`config.mk`:
```
export PLATFORM = sky130hd
export DESIGN_NAME = mcpf_ram
export DESIGN_NICKNAME = d
export VERILOG_FILES = /design/src/hdl/mcpf_ram.sv
export SDC_FILE = /design/constraint.sdc
export NUM_CORES = 1
export LEC_CHECK = 0
export BUFFER_PORTS_ARGS = -buffer_cell sky130_fd_sc_hd__buf_4
export CAP_MARGIN = 15
export CORE_UTILIZATION = 50
export DETAILED_ROUTE_END_ITERATION = 8
export PLACE_DENSITY = 0.66
export SYNTH_ARGS = -nofsm -noshare
export SYNTH_HDL_FRONTEND = slang
export SYNTH_SLANG_ARGS = --single-unit
```
`constraint.sdc`:
```
create_clock -name aclk -period 1.8 [get_ports aclk]
set_input_delay 0.18 -clock aclk [delete_from_list [all_inputs] [get_ports aclk]]
set_output_delay 0.18 -clock aclk [all_outputs]
set_load 0.1 [all_outputs]
```
`src/hdl/mcpf_ram.sv`:
```
// ============================================================================
// mcpf_ram - generic simple dual-port RAM
// One write port, one read port with registered read data.
// ============================================================================
module mcpf_ram #(
    parameter int WIDTH = 8,
    parameter int DEPTH = 16
) (
    input  logic                     aclk,
    input  logic                     wr_en,
    input  logic [$clog2(DEPTH)-1:0] wr_addr,
    input  logic [WIDTH-1:0]         wr_data,
    input  logic                     rd_en,
    input  logic [$clog2(DEPTH)-1:0] rd_addr,
    output logic [WIDTH-1:0]         rd_data
);

    logic [WIDTH-1:0] mem [DEPTH];

    // Write and registered read
    always_ff @(posedge aclk) begin
        if (wr_en) begin
            mem[wr_addr] <= wr_data;
        end
        if (rd_en) begin
            rd_data <= mem[rd_addr];
        end
    end

endmodule

```
* Word-level counts from Yosys, hierarchy flattened
Memory sizes are Yosys's and may differ from the RTL's. A register that Yosys moved wholly into a read port is not among the register bits.
Cells that the tools add are included.
** Cells by class
- Muxes and demuxes :: 2
** Operators by type and width (number)
- 1-bit two-way mux :: 2
** Word-level totals
- Memories :: 1
- Register bits :: 0
- Bits in writable memories :: 128
** Memory list
- mem :: depth 16, bits a word 8, read ports 1, clocked after memory_dff 1, wr ports 1, RTL line 18 : logic [WIDTH-1:0] mem [DEPTH];

* Logic depth before layout (Yosys ltp)
Gate-level depths: netlist of the first run.
- Depth in word-level cells :: 2
- Depth in mapped cells :: 5
- Gate-level depth less buffers :: 3

* Worst setup path after synthesis of the first run
OpenSTA, ideal clock, no wires.
- Kind :: input-to-reg
- From :: in wr_addr[2]
- To :: mem mem[0][0], enable pin
- Arrival :: 1.290 ns
- Data required time :: 1.417 ns
- Stages on the path :: 2
- Slack :: 0.127 ns
- Setup time :: 0.383 ns
- Cells stage by stage :: or3b_2 -> nor3_1
** RTL lines
- start: declaration :: RTL line 11 : input logic [$clog2(DEPTH)-1:0] wr_addr,
- end: declaration :: RTL line 18
Straight into the memory's write port.

==> results.rst, run 1 <==
.. list-table::
   :header-rows: 1

   * - Metric
     - Value
   * - Worst-skew pair later-pin latency
     - 0.50 ns
   * - Postcts setup bufs
     - 0
   * - Leakage component of the power
     - 0.00216 uW
   * - Worst VDD drop
     - between 400 and 500 uV
   * - Initial cell density of the core
     - 52.5%
   * - Syn Inst Count
     - 229
   * - Sequential area share after synthesis
     - between 70 and 80%
   * - Critical path fanouts, max
     - 1
   * - Period Utilization, post-route
     - 83.2%
   * - Total of max-cap violations
     - 0
   * - Area Growth Syn to Fin
     - 21.0%
   * - Final Worst Setup Slack
     - 0.303 ns
   * - Core Box Area
     - 0.00995 mm^2
   * - Number of vias per cell
     - approximately 5.6
   * - CP Data Arrival Time
     - 1.73 ns
   * - Number of distinct library cells after synthesis
     - 18
   * - Leftover overflow at the end of global routing
     - 0
   * - Leading cell types in the layout, fill and taps excluded
     - 136 x edfxtp_1, 45 x buf_4, 18 x mux4_2
   * - CTS Hold Bufs
     - 7
   * - Dpl ws
     - 0.0385 ns
   * - Worst setup SP type
     - flip-flop
   * - Vert. Die Dim
     - approximately 100 um
   * - Wire length reported by the detailed router
     - 9200 um
   * - Multiplexer share of the synthesized area
     - 14.8%
   * - Most area-hungry cell type in the Yosys netlist
     - edfxtp_1
   * - Worst rel slew slack
     - 76.6%
   * - Number of gates resized after CTS
     - 0
   * - Share of final-layout standard cells stronger than drive strength 1
     - 30.6%
   * - First-iteration detailed-routing DRC count
     - 176
   * - Routed length per instance
     - 21.0 um
   * - Routed vias
     - ~2,500
   * - Post-synthesis share of cell area spent on and, or, nand and nor gates
     - 3.14%
   * - Number of I/O port buffers
     - 26
   * - Worst-Margin Slew
     - around 0.35 ns
   * - Half-perimeter wire length after detailed placement
     - 6210 um
   * - Combinational family with the most area after synthesis
     - multiplexers
   * - Fraction of synthesized cell area in xor and xnor cells
     - 0%
   * - Number of diodes
     - 0
   * - Required time of the critical path
     - 2.03 ns
   * - Clock skew
     - between 0.01 and 0.015 ns
   * - Top area cells in the synthesized netlist
     - edfxtp_1 78%, mux4_2 7.8%, mux4_1 7.0%
   * - Via count of the first global-routing pass
     - 2,562
   * - Cell at the slowest stage of the critical path
     - mux4_2
   * - Highest clock rate
     - ~0.67 GHz
   * - Post-synthesis compound-gate area fraction
     - 2.30%
   * - # nets final
     - 313
   * - Setup repair after global routing missed its margin
     - no
   * - DRC viols
     - 0
   * - Number of clock buffers inserted by TritonCTS
     - 17
   * - Syn Std Cell Area
     - 0.00523 mm^2
   * - Min Clock Period, post-route
     - 1.50 ns
   * - Top cell type's share of synthesized area
     - 78.1%
   * - Adder and majority gate portion of the synthesized area
     - 0%
   * - Total of fill cells in the finished design
     - 657
   * - Synth warnings
     - 0
   * - Commonest non-fill, non-tap cell in the layout
     - edfxtp_1
   * - Buffers from clock root to sink, at most
     - 2
   * - Yosys reg bits
     - ~140
   * - Path class of the lowest-slack min-delay path
     - primary input to flip-flop
   * - Number of sinks driven by the clock tree
     - 136
   * - Number of hold violations in the final report
     - 0
   * - Largest net degree at the start of global routing
     - 22
   * - Crit. End Element
     - flip-flop
   * - Final GP Congestion
     - a little under 0.7
   * - Initial antenna violation count
     - 0
   * - Count of H-tree levels built during CTS
     - 4
   * - Detail Route Antenna Nets
     - 0
   * - Die X
     - 104 um
   * - Iteration count of the initial detailed-routing pass
     - 4
   * - Die area
     - around 0.011 mm^2
   * - Run status
     - complete, no violations
   * - Number of buffers and inverters on the critical path
     - 0
   * - Root buffer selected by CTS
     - clkbuf_8
   * - Final-report setup violation count
     - 0
   * - Setup TNS Final
     - 0 ns
   * - Row cnt
     - 36
   * - Net count of the mapped netlist
     - roughly 250
   * - Worst-path clk slew
     - approximately 0.060 ns
   * - Delay of the slowest critical-path stage
     - 0.47 ns
   * - Clock tree from TritonCTS
     - built
   * - Total Power Consumption
     - 7140 uW
   * - Global-route wire length before repair
     - about 14,000 um
   * - Core Util, Final
     - 63.5%
   * - Total routing resource utilization after global routing
     - 18.5%
   * - Cell-by-cell listing of the critical path
     - mux4_2 -> a22oi_1 -> nand2_1
   * - Critical setup path kind
     - flip-flop to flip-flop
   * - Final Slew Violations
     - 0
   * - Syn avg cell area
     - 22.8 um^2
   * - Cell Pwr Density
     - between 1000 and 1500 mW/mm^2
   * - Number of placed I/O pins
     - 27
   * - Family with the most delay on the worst path
     - multiplexers
[worst register-to-register path: cells and delay by family, from the launching register on]
family / cells / cell delay [ns]
compound gates: 1 / 0.26
mux: 1 / 0.47
flops: 1 / 0.36
simple gates: 1 / 0.13
[metal layers]
layer / share of wire, % / global-route usage [%] / vias up
li1: - / - / 1110
met1: 44 / 25.0 / 1262
met2: 50 / 28.8 / 85
met3: 5.2 / 3.70 / 6
met4: 1.3 / 9.49 / 0
met5: 0 / 0 / -
[logic make-up after synthesis]
kind of cell	after synthesis
AOI/OAI and AO/OA	16
DFF	136
and+or+nand+nor	35
muxes	32
buffers and inverters	10
[per-stage QoR]
step                      area, um^2  cells  hold WS [ns]
after floorplan                 5230    229         0.279
after global placement          5730    401         0.487
after detailed placement        5730    401         0.485
after CTS                       6320    437      0.000762
after global routing            6320    437       0.00463
final                           6320    437        0.0164
[flip-flops by register name, indices dropped and copies added (netlist names)]
signal and cells:
mem 128, rd_data 8
[Yosys cell counts]
library cell,instances
edfxtp_1,136
or3b_2,1
nand2_1,9
nand2b_1,2
buf_6,3
nor2b_1,1
nand3_1,1
mux4_1,14
nand3b_1,2
buf_4,1
a22oi_1,16
and2b_1,1
mux4_2,18
nor3_1,4
nor2_1,13
and2_1,1
clkdlybuf4s25_2,3
buf_2,3
[cell type report]
| class | instances | area [um^2] | area share, % |
|---|---|---|---|
| clock buffers | 19 | 422 | 6.67 |
| clock inverters | 10 | 108 | 1.70 |
| multi-input cells | 83 | 1060 | 16.7 |
| flip-flops and latches | 136 | 4080 | 64.6 |
| well taps | 133 | 166 | 2.63 |
| repair buffers | 56 | 488 | 7.72 |
[worst paths after layout]
check        startpoint  slack [ns]  depth (start not counted)          to
max           mem[2][7]        0.30                          3  rd_data[7]
min          wr_data[6]        0.02                          1  mem[14][6]
max reg2reg   mem[2][7]        0.30                          3  rd_data[7]
min reg2reg   mem[8][2]        0.74                          3  rd_data[2]
[power by group]
group	switching [uW]	leakage [uW]	internal [uW]
combinational	293	0.000663	182
sequential	18.9	0.00124	3570
clock	1150	0.000258	1930
No activity file was read; power rests on OpenSTA's default activity.
==> run 2, diff against run 1 <==
Clock period 1.8 ns to 1.5 ns, I/O delays scaled along.
==> run 2 against run 1 <==
Compared with the run above:
- combinational power grew 28%
- largest power group unchanged
- design area grew 2.8%
- global-route usage grew 1.4 points
- first-iteration DRC count shrank 17%
- largest cell class unchanged
- highest routed layer unchanged
- clock skew shrank 0.0022 ns
- sequential power grew 20%
- clock-buffer cell count is the same
- clock power grew 27%
- critical path type unchanged
- flip-flop and latch count is the same
==> results.rst, run 2 (synthesis gave the netlist of run 1 again) <==
.. list-table::
   :header-rows: 1

   * - Metric
     - Value
   * - Cell-by-cell listing of the critical path
     - mux4_2 -> a22oi_2 -> buf_4 -> nand2_2
   * - # nets final
     - 323 (+3.2%)
   * - Area Growth Syn to Fin
     - 24.4%
   * - Routed vias
     - 2,522 (+2.4%)
   * - Worst setup SP type
     - flip-flop
   * - Delay of the slowest critical-path stage
     - 0.49 ns (+0.02 ns)
   * - Path class of the lowest-slack min-delay path
     - primary input to flip-flop
   * - Final instance count without filler cells
     - 450 (+3.0%)
   * - Crit. End Element
     - flip-flop
   * - Layer with the highest usage
     - met2
   * - Number of diodes
     - 0 (unchanged)
   * - Number of vias per cell
     - 5.60 (-0.56%)
   * - Number of sinks driven by the clock tree
     - 136 (unchanged)
   * - Global-route wire length before repair
     - 15,000 um (+5.6%)
   * - Number of clock buffers inserted by TritonCTS
     - 17 (unchanged)
   * - Worst-path clk slew
     - 0.06 ns (about the same)
   * - Total cell area at the placement stage
     - 0.00582 mm^2 (+1.6%)
   * - Via count of the first global-routing pass
     - 2,538 (-0.94%)
   * - Global-route met2 utilization
     - 29.7% (+0.90 points)
   * - Register-to-register setup slack
     - 0.03 ns (-0.27 ns)
   * - Half-perimeter wire length after detailed placement
     - 6470 um (+4.3%)
   * - Global-route met1 utilization
     - 28.6% (+3.6 points)
   * - Leading cell types in the layout, fill and taps excluded
     - 136 x edfxtp_1, 51 x buf_4, 18 x mux4_2
   * - Critical setup path kind
     - flip-flop to flip-flop
   * - Largest register by flop count
     - mem
   * - Clock tree from TritonCTS
     - built
   * - Total of fill cells in the finished design
     - 646 (-1.7%)
   * - Total of max-cap violations
     - 0 (unchanged)
   * - Row cnt
     - 36 (unchanged)
   * - Run status
     - complete, no violations
   * - Endpoint of the most critical register-to-register path
     - rd_data[6]
   * - Commonest non-fill, non-tap cell in the layout
     - edfxtp_1
   * - Detail Route Antenna Nets
     - 0 (unchanged)
   * - First-iteration detailed-routing DRC count
     - 146 (-17%)
   * - Total routing resource utilization after global routing
     - 19.9% (+1.4 points)
   * - Number of hold violations in the final report
     - 0 (unchanged)
   * - Number of placed I/O pins
     - 27 (unchanged)
   * - Cell Count Post-Placement
     - 409 (+2.0%)
   * - Core Box Area
     - 0.00995 mm^2 (unchanged)
   * - Highest clock rate
     - 0.680 GHz (+1.7%)
   * - Vert. Die Dim
     - 104 um (unchanged)
   * - CP Data Arrival Time
     - 1.74 ns (about the same)
   * - Largest register FFs
     - 128 (unchanged)
   * - Final std cell area, no fill
     - 0.00650 mm^2 (+2.8%)
   * - Share of final-layout standard cells stronger than drive strength 1
     - 35.6% (+5.1 points)
   * - Worst r2r path cells
     - 4 (+1)
   * - Final-report setup violation count
     - 0 (unchanged)
   * - Largest net degree at the start of global routing
     - 17 (-23%)
   * - Initial antenna violation count
     - 0 (unchanged)
   * - Leakage component of the power
     - 0.00223 uW (+3.2%)
   * - Iteration count of the initial detailed-routing pass
     - 4 (unchanged)
   * - DRC viols
     - 0 (unchanged)
   * - Area taken by flip-flops and latches
     - 0.00408 mm^2 (unchanged)
   * - Number of I/O port buffers
     - 26 (unchanged)
   * - Root buffer selected by CTS
     - clkbuf_8
   * - Final GP Congestion
     - 0.785 (+14%)
   * - Worst rel slew slack
     - 39.6% (-37 points)
   * - Period Utilization, post-route
     - 98.1% (+15 points)
   * - Count of H-tree levels built during CTS
     - 4 (unchanged)
   * - Die area
     - 0.0109 mm^2 (unchanged)
   * - Cell at the slowest stage of the critical path
     - mux4_2
   * - Startpoint of the lowest-slack hold path
     - wr_addr[0]
   * - Worst-Margin Slew
     - 0.903 ns (+0.551 ns)
   * - Footprint of the multi-input gates
     - 0.00109 mm^2 (+3.1%)
   * - Leftover overflow at the end of global routing
     - 0 (unchanged)
   * - Critical Path Sink
     - rd_data[6]
   * - Largest registers ranked by flip-flop count
     - mem x128, rd_data x8
   * - Met3 track demand over resource
     - 5.39% (+1.7 points)
   * - Die X
     - 104 um (unchanged)
   * - Buffers from clock root to sink, at most
     - 2 (unchanged)
   * - Routed length per instance
     - 22.1 um (+4.9%)
   * - Clock skew
     - 0.00790 ns (-0.00219 ns)
   * - Setup repair after global routing missed its margin
     - yes
   * - Final Slew Violations
     - 0 (unchanged)
   * - Wire length reported by the detailed router
     - 9940 um (+8.0%)
   * - Critical path fanouts, max
     - 1 (unchanged)
   * - Launching point of the worst reg2reg path
     - mem[3][6]
   * - Worst VDD drop
     - 796 uV (+63%)
   * - Worst setup path start
     - mem[3][6]
   * - Min Clock Period, post-route
     - 1.47 ns (-0.0257 ns)
   * - Cell Pwr Density
     - 1360 mW/mm^2 (+20%)
   * - Worst-skew pair later-pin latency
     - 0.52 ns (+0.02 ns)
   * - Required time of the critical path
     - 1.76 ns (-0.27 ns)
   * - Initial cell density of the core
     - 52.5% (unchanged)
-- run 2: cell types whose count changed in the layout (fill, tap and decap cells not counted), moves of 2 or more --
cell,previous run,this run
buf_4,45,51
a22oi_1,16,11
a22oi_2,0,5
clkinvlp_4,1,4
buf_12,4,6
clkinv_1,2,0
clkinv_2,3,1
clkinv_4,2,4
dlygate4sd3_1,7,9
inv_6,0,2
-- run 2: worst min-delay path by stage --
| stage | cells after the start | to |
|---|---|---|
| finish | 3 | mem[0][7] |
| global route | 3 | mem[4][4] |
| CTS | 3 | mem[0][7] |
| detailed placement | 1 | mem[4][2] |
| global placement | 1 | mem[6][5] |
| floorplan | 0 | mem[0][0] |
-- run 2: critical path: cells and delay by family, from the launching register on --
family / cells / cell delay (ns)
multiplexers: 1 / 0.49
flip-flops: 1 / 0.36
AO/OA/AOI/OAI: 1 / 0.17
buffers and inverters: 1 / 0.14
AND/OR/NAND/NOR: 1 / 0.04
-- run 2: stage by stage --
step / setup slack [ns] / power [uW] / util [%] / hold slack, ns / setup TNS, ns
2_1_floorplan: 0.0676 / 4730 / - / 0.249 / 0
3_3_place_gp: -0.174 / 4960 / 58.4 / 0.447 / -1.23
3_5_place_dp: -0.235 / 4970 / 58.4 / 0.459 / -1.26
4_1_cts: 0.0104 / 8890 / 65.2 / 0.136 / 0
5_1_grt: -0.0295 / 9090 / 65.3 / 0.151 / -0.0672
6_report: 0.0287 / 8820 / 65.3 / 0.157 / 0
-- run 2: cell type report --
| cell class | instances | area share [%] |
|---|---|---|
| tap | 133 | 2.56 |
| clock buffer | 19 | 6.48 |
| sequential | 136 | 62.8 |
| timing repair buffer | 66 | 9.12 |
| clock inverter | 13 | 2.27 |
| multi-input combinational | 83 | 16.8 |
-- run 2: power breakdown --
part,switching (uW),internal [uW]
clock network,1520,2380
registers,23.6,4280
logic,368,240
-- run 2: metal layers --
metal,vias up,share of wire [%]
met2,78,48
li1,1136,-
met3,14,5.0
met5,-,0
met1,1294,46
met4,0,1.5
-- run 2: timing repair --
action	4_1_cts	5_1_grt
hold endpoints to repair	136	0
endpoints found under the setup margin	3	6
gates cloned	0	0
pin swaps	0	1
gates resized for setup	3	3
setup buffers	0	0
hold buffers	9	0
